--- src/rtl/fln_pkg.sv ---
`default_nettype none

package fln_pkg;

    // Default number of fraction bits of the internal vector format.
    localparam int FRAC_BITS_DEF = 16;

    // Background marker: a pure blue pixel under the light from above.
    localparam logic [7:0] BG_RED   = 8'd0;
    localparam logic [7:0] BG_GREEN = 8'd0;
    localparam logic [7:0] BG_BLUE  = 8'd255;

    typedef struct packed {
        logic [7:0] up_red;
        logic [7:0] up_green;
        logic [7:0] up_blue;
        logic [7:0] down_red;
        logic [7:0] left_red;
        logic [7:0] right_red;
    } pixel_in_t;

    typedef struct packed {
        logic [7:0] normal_x_byte;
        logic [7:0] normal_y_byte;
        logic [7:0] normal_z_byte;
    } normal_out_t;

    // Integer square root, evaluated only while building constant tables.
    function automatic logic [63:0] isqrt64(input logic [63:0] v);
        logic [63:0] rem;
        logic [63:0] res;
        logic [63:0] bw;
        rem = v;
        res = '0;
        bw  = 64'h4000_0000_0000_0000;
        for (int i = 0; i < 32; i++) begin
            if (rem >= res + bw) begin
                rem = rem - (res + bw);
                res = (res >> 1) + bw;
            end else begin
                res = res >> 1;
            end
            bw = bw >> 2;
        end
        return res;
    endfunction

endpackage

`default_nettype wire

--- src/rtl/fln_sqrt.sv ---
`default_nettype none

module fln_sqrt
    import fln_pkg::*;
#(
    parameter int FRAC_BITS = FRAC_BITS_DEF
) (
    input  wire logic                          clk,
    input  wire logic                          rst_n,
    input  wire logic                          in_valid,
    input  wire logic [2*(FRAC_BITS+3)-1:0]    radicand,
    input  wire logic [3*(FRAC_BITS+4)-1:0]    vec_in,
    output logic                               out_valid,
    output logic [FRAC_BITS+2:0]               root,
    output logic [3*(FRAC_BITS+4)-1:0]         vec_out
);

    localparam int VW  = FRAC_BITS + 4;
    localparam int RW  = FRAC_BITS + 3;
    localparam int N2W = 2 * RW;

    // One root bit per stage, restoring method, most significant bit first.
    logic            vld_reg  [RW];
    logic [N2W-1:0]  rad_reg  [RW];
    logic [RW+1:0]   rem_reg  [RW];
    logic [RW-1:0]   root_reg [RW];
    logic [3*VW-1:0] vec_reg  [RW];

    for (genvar k = 0; k < RW; k++)
    begin : g_stage
        logic            vld_prev;
        logic [N2W-1:0]  rad_prev;
        logic [RW+1:0]   rem_prev;
        logic [RW-1:0]   root_prev;
        logic [3*VW-1:0] vec_prev;
        logic [RW+1:0]   rem_sh;
        logic [RW+1:0]   trial;

        if (k == 0)
        begin : g_first
            assign vld_prev  = in_valid;
            assign rad_prev  = radicand;
            assign rem_prev  = '0;
            assign root_prev = '0;
            assign vec_prev  = vec_in;
        end else begin : g_rest
            assign vld_prev  = vld_reg[k-1];
            assign rad_prev  = rad_reg[k-1];
            assign rem_prev  = rem_reg[k-1];
            assign root_prev = root_reg[k-1];
            assign vec_prev  = vec_reg[k-1];
        end

        assign rem_sh = {rem_prev[RW-1:0], rad_prev[N2W-1 -: 2]};
        assign trial  = {root_prev, 2'b01};

        always_ff @(posedge clk or negedge rst_n)
        begin
            if (!rst_n)
            begin
                vld_reg[k] <= 1'b0;
            end else begin
                vld_reg[k] <= vld_prev;
            end
        end

        always_ff @(posedge clk)
        begin
            rad_reg[k] <= rad_prev << 2;
            vec_reg[k] <= vec_prev;
            if (rem_sh >= trial)
            begin
                rem_reg[k]  <= rem_sh - trial;
                root_reg[k] <= {root_prev[RW-2:0], 1'b1};
            end else begin
                rem_reg[k]  <= rem_sh;
                root_reg[k] <= {root_prev[RW-2:0], 1'b0};
            end
        end
    end

    assign out_valid = vld_reg[RW-1];
    assign root      = root_reg[RW-1];
    assign vec_out   = vec_reg[RW-1];

endmodule

`default_nettype wire

--- config.mk ---
export PLATFORM = sky130hd
export DESIGN_NAME = fln_sqrt
export DESIGN_NICKNAME = d
export VERILOG_FILES = /design/src/rtl/fln_pkg.sv /design/src/rtl/fln_sqrt.sv
export SDC_FILE = /design/constraint.sdc
export NUM_CORES = 2
export LEC_CHECK = 0
export ABC_AREA = 1
export BUFFER_PORTS_ARGS = -buffer_cell sky130_fd_sc_hd__buf_2
export CAP_MARGIN = 20
export CORE_ASPECT_RATIO = 1.4
export CORE_MARGIN = 8
export CORE_UTILIZATION = 45
export DETAILED_ROUTE_END_ITERATION = 8
export GPL_TIMING_DRIVEN = 0
export PLACE_DENSITY = 0.71
export SLEW_MARGIN = 10
export SYNTH_ARGS = -nofsm -noshare
export SYNTH_HDL_FRONTEND = slang
export SYNTH_SLANG_ARGS = --single-unit
--- constraint.sdc ---
create_clock -name clk -period 1.65 [get_ports clk]
set_input_delay 0.0825 -clock clk [delete_from_list [all_inputs] [get_ports clk]]
set_output_delay 0.0825 -clock clk [all_outputs]
set_load 0.05 [all_outputs]
# [Word-level counts from Yosys, hierarchy flattened]
# Memories as Yosys holds them, arrays and structs flattened.
# Index checks and enable logic that the tools add are counted.
[word_totals] ff_bits=19 latchBits=0 ramBits=2584 romBits=0 in_bits=101 out_inout_bits=80 elab_cells=194 n_memories=4
[op_classes] n_addsub=19 n_mul=0 div_mod_pow=0 n_lt_le_gt_ge=19 eq_ne=0 shift=0 mux=95 n_bitwise=38 n_reduce_logical=0
[memory_table] memory="vec_reg" depth=19 width=60 rd=19 rd_clocked_by_memory_dff=0 wr=19 line_no="fln_sqrt.sv:27" rtl="logic [3*VW-1:0] vec_reg [RW];"
[memory_table] memory="rad_reg" depth=19 width=36 rd=18 rd_clocked_by_memory_dff=0 wr=19 line_no="fln_sqrt.sv:24" rtl="logic [N2W-1:0] rad_reg [RW];"
[memory_table] memory="rem_reg" depth=19 width=21 rd=18 rd_clocked_by_memory_dff=0 wr=19 line_no="fln_sqrt.sv:25" rtl="logic [RW+1:0] rem_reg [RW];"
[memory_table] memory="root_reg" depth=19 width=19 rd=19 rd_clocked_by_memory_dff=0 wr=19 line_no="fln_sqrt.sv:26" rtl="logic [RW-1:0] root_reg [RW];"
[ops] cell="21-bit two-way mux" n=19
[ops] cell="21-bit >= comparator" n=18
[ops] cell="21-bit subtractor" n=18
[ops] cell="19-bit two-way mux" n=19
[ops] cell="1-bit two-way mux" n=57
[ops] cell="1-bit OR" n=38
[ops] cell="2-bit by 1-bit subtractor with 3-bit output (second input constant)" n=1
[ops] cell="2-bit by 1-bit >= comparator with 1-bit output (second input constant)" n=1

# [Longest topological paths before layout]
# An unclocked memory read counts as a cell.
[depth] word_depth=5 depth_mapped=15 mapped_depth_nobuf=14

# [Worst setup path before layout]
# OpenSTA, ideal clock, no wires.
[synth_timing] path_type="reg-to-reg" startpoint="memory root_reg[0][0] (netlist bit)" endpoint="memory rem_reg[1][17] (netlist bit)" setup_ns=0.130 t_arrival_ns=1.641 required_ns=1.520 slack_ns=-0.122 path_stages_with_launch=10 path_cell_list="dfxtp_1 > inv_1 > ha_1 > a21oi_1 > nand2_1 > inv_1 > ha_1 > and2_1 > clkbuf_1 > o21ai_0"
[synth_lines] item="start, declared" line_no="fln_sqrt.sv:26"
[synth_lines] item="end, declared" line_no="fln_sqrt.sv:25"

==> results.py <==
metrics = {
    "layout": {
        "layout_common_cells": "dfxtp_1 (1775), nand2_1 (996), inv_1 (531)",
        "drive_gt1_share_pct": 34.79,
        "area_growth_syn_to_layout_pct": 36.79,
        "layout_commonest_cell": "dfxtp_1",
        "regArea_um2": 40650,
        "multi_input_area_um2": 21680,
        "diodes": 0,
        "fillers": 10010,
        "nets": 7072,
        "largest_reg_flops": 1140,
        "final_cells": 8650,
    },
    "timing": {
        "slew_headroom_pct": 43.18,
        "skew_ps": 55.68,
        "layout_min_cycle_time_ps": 1955,
        "hold_viol": 0,
        "whs_ps": 288.6,
        "drv_slew": 0,
        "rsz0062_at_grt": "yes",
        "finalSetupViolations": 273,
        "setup_ws_ps": -305.4,
        "fmax_mhz": 511.4,
        "worst_slew_pin_slew_ps": 849.4,
        "finalCritPeriodShare_pct": 118.5,
    },
    "yosys": {
        "synthesis.nets": 6120,
        "synth_warnings": 0,
        "synth-xor-area-share_pct": 2.065,
        "netlist.area_leader.share_pct": 67.63,
        "ys_ff_latch": 2011,
        "yosysUniqueCellTypes": 52,
        "synth_top_family_by_area": "simple AND/OR/NAND/NOR gates",
        "yosys.area.top_type": "dfxtp_1",
        "avgSynthCellArea_um2": 10.15,
        "yosys.area_share.simple_pct": 16.63,
        "synth_area_um2": 58970,
        "ys_top_cells_by_area": "dfxtp_1 (68%), nand2_1 (9.5%), inv_1 (4.5%)",
        "synth_adder_area_share_pct": 4.456,
        "postSynthCellCount": 5809,
        "synth-seq-area-share_pct": 68.43,
        "synth_mux_area_share_pct": 0,
        "synth_compound_area_share_pct": 3.206,
    },
    "cts": {
        "htree_levels": 4,
        "cts_sinks": 2011,
        "tritoncts": "done",
        "clockBufferDepth": 3,
        "numCtsBuffers": 173,
        "clock_latency_ps": 820,
        "clk_pin_slew_ps": 60,
        "cts_root_buf": "clkbuf_16",
    },
    "worst_setup_path": {
        "required_ps": 2360,
        "cp_max_fo": 5,
        "cp-end-kind": "register",
        "worstSetupStartpointType": "register",
        "crit_type": "register to register",
        "cp_data_arrival_time_ps": 2670,
    },
    "die": {
        "coreArea_um2": 130400,
        "die_h_um": 444.3,
        "rows": 157,
        "pin_count": 181,
        "dieArea_um2": 143000,
        "die_w_um": 321.9,
        "initial_core_util_pct": 45.21,
    },
    "drt": {
        "wirelength_mm": 129.3,
        "routed_via_density": 4.596,
        "postRouteAntennaNets": 0,
        "vias": 39760,
        "remaining_drc_errors": 0,
        "drt_iter0_drc": 1901,
        "wl_per_cell_um": 14.95,
        "dr.pass1.iters": 7,
    },
    "grt": {
        "grt_max_degree": 20,
        "grt_pass1_wl_mm": 197.3,
        "grtUsageTotal_pct": 17.02,
        "grt_pass1_vias": 40350,
        "antenna_found_initial": 0,
        "grt_overflow": 0,
    },
    "power_and_ir_drop": {
        "ir_drop_mv": 1.154,
        "p_per_area_nw_per_um2": 1623,
        "p_leak_nw": 37.47,
    },
    "outcome": {
        "violations": "setup timing",
        "run_status": "finished, violations left",
    },
    "placement": {
        "post-dp-hpwl_mm": 79.60,
        "dp.cells": 7738,
        "gp_congestion": 0.9349,
        "numPortBuffers": 180,
    },
    "min_path": {
        "hold_path.class": "register to register",
    },
    "job": {
        "maxCapViolations": 0,
    },
}
==> power by group <==
part	switching, mW	internal [mW]	total [mW]	leakage [nW]
Clock	18.2	25.1	43.3	3.04
Sequential	3.82	54.0	57.9	16.9
Combinational	16.5	13.2	29.7	17.5
==> repair_timing <==
| action | CTS | global route |
|---|---|---|
| hold buffers | 201 | 0 |
| resized for setup | 1029 | 885 |
| gates cloned | 25 | 11 |
| endpoints found under the setup margin | 330 | 334 |
| pin swaps | 274 | 358 |
| endpoints found under the hold margin | 119 | 0 |
| buffers inserted | 242 | 146 |
==> through the flow <==
stage | util, % | power [mW] | cell area (µm²) | TNS, ps | setup slack [ps]
finish | 61.84 | 130.9 | 80660 | -40940 | -305.4
global route | 61.84 | 137.3 | 80660 | -60200 | -341.7
CTS | 59.15 | 128.3 | 77150 | -37270 | -283.3
detailed placement | 48.02 | 76.74 | 62640 | -115570 | -605.7
global placement | 48.02 | 76.44 | 62640 | -111030 | -620.3
floorplan | - | 71.30 | 59550 | -842.3 | -42.20
==> synth_stat cells (all sizes together) <==
library cell	instances
a21boi	2
a21o	4
a21oi	181
a31oi	3
and2	3
and3	2
buf	35
clkbuf	3
conb	1
dfrtp	19
dfxtp	1992
ha	210
inv	723
nand2	1513
nand2b	1
nand3	259
nand3b	54
nand4	49
nor2	405
nor3	39
nor4	4
o2111ai	2
o211ai	3
o21a	4
o21ai	140
o21bai	9
or2	10
xnor2	43
xor2	96
==> final timing paths <==
| kind | endpoint | depth (start not counted) | slack [ps] | from |
|---|---|---|---|---|
| max | rem_reg[13][9] | 12 | -310 | root_reg[12][8] |
| min | rad_reg[12][35] | 0 | 290 | rad_reg[11][33] |
| max reg2reg | rem_reg[13][9] | 12 | -310 | root_reg[12][8] |
| min reg2reg | rad_reg[12][35] | 0 | 290 | rad_reg[11][33] |
| max in group asynchronous | g_stage[16].vld_prev | 3 | 660 | rst_n |
| min in group asynchronous | g_stage[3].vld_prev | 3 | 450 | rst_n |
==> layer usage <==
| metal | GRT usage, % | part of all wire, % | vias up |
|---|---|---|---|
| li1 | - | - | 19890 |
| met1 | 16.18 | 35 | 18500 |
| met2 | 33.24 | 55 | 925 |
| met3 | 3.018 | 3.6 | 447 |
| met4 | 10.42 | 6.2 | 0 |
| met5 | 0 | 0 | - |
==> final cells by class <==
class / instances / area share (%)
Tap cell: 1749 / 2.713
Buffer: 33 / 0.5817
Multi-Input combinational cell: 3039 / 26.88
Sequential cell: 2011 / 50.39
Clock buffer: 225 / 5.882
Inverter: 723 / 3.476
Timing Repair Buffer: 780 / 8.144
Clock inverter: 90 / 1.925
==> logic make-up (layout without fill, tap and decap cells) <==
group | Yosys count | in the layout
and+or+nand+nor | 2339 | 2340
DFF | 2011 | 2011
buffers and inverters | 761 | 1851
AOI/OAI and AO/OA | 348 | 349
adders and majority gates | 210 | 210
xor gates and xnor gates | 139 | 139
other | 1 | 1
==> critical path: stages (launching register included) <==
cell	delay [ps]
dfxtp_2	340
inv_2	50
ha_4	260
nand2_4	90
nor2_4	50
buf_4	130
a21oi_4	180
nand2_4	90
a21oi_4	270
buf_6	170
buf_8	140
nand2_2	50
nand2_1	70
Note: power is estimated with default switching activity, not from simulation.
