$ cat src/rtl/fln_pkg.sv
`default_nettype none

package fln_pkg;

    // Default number of fraction bits of the internal vector format.
    localparam int FRAC_BITS_DEF = 16;

    // Background marker: a pure blue pixel under the light from above.
    localparam logic [7:0] BG_RED   = 8'd0;
    localparam logic [7:0] BG_GREEN = 8'd0;
    localparam logic [7:0] BG_BLUE  = 8'd255;

    typedef struct packed {
        logic [7:0] up_red;
        logic [7:0] up_green;
        logic [7:0] up_blue;
        logic [7:0] down_red;
        logic [7:0] left_red;
        logic [7:0] right_red;
    } pixel_in_t;

    typedef struct packed {
        logic [7:0] normal_x_byte;
        logic [7:0] normal_y_byte;
        logic [7:0] normal_z_byte;
    } normal_out_t;

    // Integer square root, evaluated only while building constant tables.
    function automatic logic [63:0] isqrt64(input logic [63:0] v);
        logic [63:0] rem;
        logic [63:0] res;
        logic [63:0] bw;
        rem = v;
        res = '0;
        bw  = 64'h4000_0000_0000_0000;
        for (int i = 0; i < 32; i++) begin
            if (rem >= res + bw) begin
                rem = rem - (res + bw);
                res = (res >> 1) + bw;
            end else begin
                res = res >> 1;
            end
            bw = bw >> 2;
        end
        return res;
    endfunction

endpackage

`default_nettype wire

$ cat src/rtl/fln_div.sv
`default_nettype none

module fln_div
    import fln_pkg::*;
#(
    parameter int FRAC_BITS = FRAC_BITS_DEF
) (
    input  wire logic                          clk,
    input  wire logic                          rst_n,
    input  wire logic                          in_valid,
    input  wire logic [FRAC_BITS+2:0]          divisor,
    input  wire logic [3*(FRAC_BITS+4)-1:0]    vec_in,
    output logic                               out_valid,
    output logic                               div_zero,
    output logic [2:0]                         neg,
    output logic [3*(FRAC_BITS+2)-1:0]         quot
);

    localparam int VW = FRAC_BITS + 4;
    localparam int RW = FRAC_BITS + 3;
    localparam int QW = FRAC_BITS + 2;
    localparam int MW = FRAC_BITS + 3;

    // Three lanes share the divisor; each stage settles one quotient bit of
    // |v| * 2^F / n, most significant bit first.
    logic          vld_reg [QW];
    logic [RW-1:0] n_reg   [QW];
    logic [2:0]    neg_reg [QW];
    logic [RW:0]   rem_reg [QW][3];
    logic [QW-1:0] low_reg [QW][3];
    logic [QW-1:0] q_reg   [QW][3];

    for (genvar k = 0; k < QW; k++)
    begin : g_stage
        logic          vld_prev;
        logic [RW-1:0] n_prev;
        logic [2:0]    neg_prev;

        if (k == 0)
        begin : g_first
            assign vld_prev = in_valid;
            assign n_prev   = divisor;
            for (genvar j = 0; j < 3; j++)
            begin : g_sign
                assign neg_prev[j] = vec_in[(3-j)*VW-1];
            end
        end else begin : g_rest
            assign vld_prev = vld_reg[k-1];
            assign n_prev   = n_reg[k-1];
            assign neg_prev = neg_reg[k-1];
        end

        always_ff @(posedge clk or negedge rst_n)
        begin
            if (!rst_n)
            begin
                vld_reg[k] <= 1'b0;
            end else begin
                vld_reg[k] <= vld_prev;
            end
        end

        always_ff @(posedge clk)
        begin
            n_reg[k]   <= n_prev;
            neg_reg[k] <= neg_prev;
        end

        for (genvar j = 0; j < 3; j++)
        begin : g_lane
            logic [RW:0]   rem_prev;
            logic [QW-1:0] low_prev;
            logic [QW-1:0] q_prev;
            logic [RW:0]   rem_sh;

            if (k == 0)
            begin : g_first
                logic signed [VW-1:0] v;
                logic signed [VW-1:0] v_abs;
                logic [MW-1:0]        mag;
                assign v        = vec_in[(2-j)*VW +: VW];
                assign v_abs    = v[VW-1] ? -v : v;
                assign mag      = v_abs[MW-1:0];
                assign rem_prev = (RW+1)'(mag[MW-1:2]);
                assign low_prev = {mag[1:0], {FRAC_BITS{1'b0}}};
                assign q_prev   = '0;
            end else begin : g_rest
                assign rem_prev = rem_reg[k-1][j];
                assign low_prev = low_reg[k-1][j];
                assign q_prev   = q_reg[k-1][j];
            end

            assign rem_sh = {rem_prev[RW-1:0], low_prev[QW-1]};

            always_ff @(posedge clk)
            begin
                low_reg[k][j] <= low_prev << 1;
                if (rem_sh >= {1'b0, n_prev})
                begin
                    rem_reg[k][j] <= rem_sh - {1'b0, n_prev};
                    q_reg[k][j]   <= {q_prev[QW-2:0], 1'b1};
                end else begin
                    rem_reg[k][j] <= rem_sh;
                    q_reg[k][j]   <= {q_prev[QW-2:0], 1'b0};
                end
            end
        end
    end

    assign out_valid = vld_reg[QW-1];
    assign div_zero  = (n_reg[QW-1] == '0);
    assign neg       = neg_reg[QW-1];
    assign quot      = {q_reg[QW-1][0], q_reg[QW-1][1], q_reg[QW-1][2]};

endmodule

`default_nettype wire

$ cat config.mk
export PLATFORM = sky130hd
export DESIGN_NAME = fln_div
export DESIGN_NICKNAME = d
export VERILOG_FILES = /design/src/rtl/fln_pkg.sv /design/src/rtl/fln_div.sv
export SDC_FILE = /design/constraint.sdc
export NUM_CORES = 2
export LEC_CHECK = 0
export ABC_AREA = 0
export BUFFER_PORTS_ARGS = -buffer_cell sky130_fd_sc_hd__buf_2
export CORE_ASPECT_RATIO = 0.6
export CORE_MARGIN = 8
export CORE_UTILIZATION = 30
export CTS_CLUSTER_DIAMETER = 100
export DETAILED_ROUTE_END_ITERATION = 8
export PLACE_DENSITY = 0.5
export REMOVE_ABC_BUFFERS = 1
export SYNTH_ARGS = -nofsm -noshare
export SYNTH_HDL_FRONTEND = slang
export SYNTH_SLANG_ARGS = --single-unit
$ cat constraint.sdc
create_clock -name clk -period 5.5 [get_ports clk]
set_input_delay 1.65 -clock clk [delete_from_list [all_inputs] [get_ports clk]]
set_output_delay 1.65 -clock clk [all_outputs]
set_load 0.005 [all_outputs]
======== Word-level counts from Yosys, hierarchy flattened ========
Memories as Yosys holds them, arrays and structs flattened.
Index checks and enable logic that the tools add are counted.
storage, ports and cells
  register bits after elaboration ......... 18
  memories kept ........................... 5
  input bits .............................. 82
  RAM bits ................................ 3366
  output and inout port bits .............. 59
cells by class
  reductions and logical operators ........ 1
  magnitude comparators ................... 54
  add/subtract/negate cells ............... 57
  mux-type cells .......................... 273
  bitwise logic cells ..................... 108
memories
  memory   depth  width  read ports  clocked after Yosys merged registers in  write ports  line           RTL
  rem_reg  18     60     17          0                                        18           fln_div.sv:29  logic [RW:0] rem_reg [QW][3];
  q_reg    18     54     18          0                                        18           fln_div.sv:31  logic [QW-1:0] q_reg [QW][3];
  low_reg  18     51     17          0                                        18           fln_div.sv:30  logic [QW-1:0] low_reg [QW][3];
  n_reg    18     19     18          0                                        18           fln_div.sv:27  logic [RW-1:0] n_reg [QW];
  neg_reg  18     3      18          0                                        18           fln_div.sv:28  logic [2:0] neg_reg [QW];
operators with widths
  cell                                              count
  20-bit 2-to-1 mux                                 54
  20-bit by 19-bit >= comparator with 1-bit output  51
  20-bit by 19-bit subtractor with 20-bit output    51
  18-bit 2-to-1 mux                                 54
  1-bit 2-to-1 mux                                  162
  1-bit bitwise OR                                  108
  18-bit by 19-bit subtractor with 20-bit output    3
  18-bit by 19-bit >= comparator with 1-bit output  3
  19-bit 2-to-1 mux                                 3
  19-bit negation                                   3
  19-bit zero test                                  1

======== Logic depth before layout (Yosys ltp) ========
  depth after elaboration ................. 6
  gate-level depth with buffers ........... 17
  mapped depth without buffers ............ 16

======== Worst setup path after synthesis ========
Ideal clock, no wire load.
  kind .................................... in2reg
  start point ............................. input vec_in[28]
  end point ............................... memory rem_reg[0][25] in the netlist's numbering
  setup time .............................. 0.121 ns
  stages .................................. 13
  arrival time ............................ 5.091 ns
  required time ........................... 5.379 ns
  path slack .............................. 0.288 ns
  path through ............................ or4_4 or3_4 or3_4 o21ai_0 xnor2_1 ha_1 nand4_1 nor2_1 and3_1 o21ai_0 a311oi_1 buf_2 mux2_2
RTL lines
  element             line           RTL
  start: declaration  fln_div.sv:12  input wire logic [3*(FRAC_BITS+4)-1:0] vec_in,
  end: declaration    fln_div.sv:29

==> flow_summary.json <==
{
  "coreArea_sq_mm": 0.325,
  "synth_area_sq_mm": 0.0981,
  "start_kind": "input pin",
  "drv_slew": 0,
  "hold_start": "q_reg[7][69]",
  "port_buffers": 140,
  "grt_pass1_wl_um": 493000,
  "hpwl_um": 279000,
  "hold_depth": 0,
  "whs_ns": 0.288,
  "cp_max_fo": 6,
  "r2r_cells": 11,
  "antenna_found_initial": 43,
  "worst_slew_pin_slew_ns": 1.37,
  "period_needed_ns": 5.14,
  "cts.sinks": 1899,
  "gr-total-overflow": 0,
  "fillers": 32900,
  "peakVddDrop_mv": 0.286,
  "area_growth_pct": 13.6,
  "final-setup-viol-count": 0,
  "cts_max_level": 4,
  "via_per_inst": 5.22,
  "r2r_setup_slack_ns": 1.05,
  "ys_ff_latch": 1899,
  "synth_common_cells": "dfxtp_1 (1881), ha_1 (1023), a21oi_1 (882)",
  "end_kind": "register",
  "die_h_um": 459,
  "finalHoldViolations": 0,
  "die_x_um": 754,
  "start_util_pct": 30.2,
  "synth_largest_area_cell": "dfxtp_1",
  "gp_congestion": 0.986,
  "cp_data_required_time_ns": 6.23,
  "grt_pass1_vias": 73700,
  "fin_tns_setup_ns": 0,
  "cts-root-buf": "clkbuf_16",
  "yosysSeqAreaShare_pct": 38.9,
  "post_cts_buffers": 0,
  "grt_max_degree": 36,
  "worstReg2RegEnd": "rem_reg[7][76]",
  "hold_path_end": "q_reg[8][16]",
  "cts.clk_slew.worst_paths_ns": 0.06,
  "grtUsageTotal_pct": 18.7,
  "max_freq_ghz": 0.194,
  "clockBufferDepth": 4,
  "status": "finished, final reports clean",
  "syn_inst": 10500,
  "ys_warn_count": 0,
  "p_leak_nw": 48.2,
  "async_reset_ff_share_pct": 0.948,
  "power_density_mw_per_mm2": 729,
  "drt_drc_violations_left": 0,
  "grt_setup_unrepaired": "no",
  "min_period_over_period_pct": 93.5,
  "timing.rr.start": "n_reg[14][2]",
  "wl_per_cell_um": 22.4,
  "synth.distinct_cells": 88,
  "crit_type": "in2reg",
  "ios": 141,
  "synth_edf_count": 0,
  "synth.top_cell.area_share_pct": 38.4,
  "avgSynthCellArea_sq_um": 9.38,
  "num_rows": 162,
  "drive_above_1_share_pct": 11.0,
  "cts_tree": "done",
  "cts_buffers": 201,
  "nets": 11900,
  "die_area_sq_mm": 0.346,
  "num_vias": 79400,
  "synthFlopType": "dfxtp_1",
  "clk_latency_ns": 0.91,
  "synth.area.top_cells": "dfxtp_1 (38%), ha_1 (13%), mux2_2 (5.5%)",
  "min_path_type": "reg2reg",
  "ant_nets": 0,
  "largest_register_ffs": 969,
  "drt_iter0_markers": 8296,
  "dr.pass1.iters": 6,
  "cts_hold_buf": 0,
  "arrival_ns": 5.87,
  "synth.most_common_cell": "dfxtp_1",
  "cts_resized": 0,
  "wl_um": 340000,
  "slew_headroom_pct": 8.73,
  "clock-skew-final_ns": 0.0909,
  "max_cap_viol_count": 0
}
critical path, cell delays in order:
cell and delay (ns):
buf_2 0.17, nor4_1 0.56, buf_4 0.25, nand2_1 0.13, nor2_1 0.14, nand2_1 0.16, o31ai_1 0.36, xnor2_1 0.16
ha_1 0.37, and4_1 0.24, nand2_1 0.11, nor4_1 0.36, buf_4 0.21, nor2_1 0.05, nor3_1 0.33, nor2_2 0.11
buf_12 0.16, buf_4 0.14, o21ai_0 0.20
worst max path at each step:
| stage | startpoint | endpoint | slack (ns) | depth (start not counted) |
|---|---|---|---|---|
| floorplan | vec_in[28] | rem_reg[0][21] | -1.21 | 12 |
| global placement | vec_in[8] | rem_reg[0][7] | -0.11 | 19 |
| detailed placement | vec_in[4] | rem_reg[0][9] | -0.37 | 20 |
| CTS | vec_in[4] | rem_reg[0][6] | 0.55 | 19 |
| global route | vec_in[4] | rem_reg[0][9] | 0.19 | 19 |
| finish | vec_in[4] | rem_reg[0][6] | 0.36 | 19 |
layout make-up:
type | instances | area, sq um | share of cell area, %
Antenna cell | 15 | 37.5 | 0.0337
Multi-Input combinational cell | 7746 | 57100 | 51.2
Sequential cell | 1899 | 38100 | 34.2
Tap cell | 4346 | 5440 | 4.88
Clock inverter | 95 | 1320 | 1.18
Clock buffer | 255 | 5600 | 5.03
Inverter | 608 | 2280 | 2.05
Timing Repair Buffer | 251 | 1560 | 1.40
through the flow:
| step | total power, mW | std cells | worst slack, ns | util, % | cell area (sq um) |
|---|---|---|---|---|---|
| CTS | 80.8 | 15200 | 0.551 | 34.3 | 111000 |
| global placement | 65.3 | 14900 | -0.106 | 32.1 | 104000 |
| detailed placement | 65.7 | 14900 | -0.367 | 32.1 | 104000 |
| finish | 81.2 | 15200 | 0.357 | 34.3 | 111000 |
| global route | 86.6 | 15200 | 0.193 | 34.3 | 111000 |
| floorplan | 52.1 | 10300 | -1.21 | - | 97200 |
routing by layer:
layer / vias up / track usage [%] / part of all wire (%)
li1: 38100 / - / -
met2: 2927 / 21.9 / 33
met5: - / 0 / 0.011
met3: 356 / 5.62 / 11
met1: 38000 / 31.5 / 55
met4: 6 / 3.02 / 1.6
placed cells by master, fill, tap and decap left out, types with 42 or more instances in the layout:
master        n
nor2b_1     144
dfxtp_1    1881
nand3_1     209
a211oi_1     94
o21ai_0     704
o31ai_1      73
o31a_1       78
buf_4       109
nor2_1      714
and3_1       82
o211ai_1     57
clkbuf_16   205
nand2b_1    114
ha_1       1023
buf_2       140
a31o_2       42
mux2_2      477
or2_2        43
o21bai_1     57
xnor2_1     502
a211o_1      51
xor2_1      284
a21oi_1     882
inv_1       601
a21o_1      323
a31oi_1     114
nand2_1     605
nor3_1      133
nand4_1     106
fa_1         51
o21a_1      223
and2_1       74
cell families (layout without fill, tap and decap cells):
family	Yosys count	after routing	share of synthesized area, %
mux	517	517	5.89
xor+xnor	786	786	7.02
fa+ha+maj	1074	1074	14.1
buf+inv	810	1209	3.18
compound gates	2985	2985	19.4
simple gates	2384	2384	11.6
other cells	0	15	0
flops	1899	1899	38.9
report_power, final:
| part | internal [mW] | switching [mW] |
|---|---|---|
| sequential | 19.6 | 3.74 |
| clock | 8.45 | 6.00 |
| combinational | 18.4 | 25.0 |
| total | 46.5 | 34.7 |
Note: power is estimated with default switching activity, not from simulation.
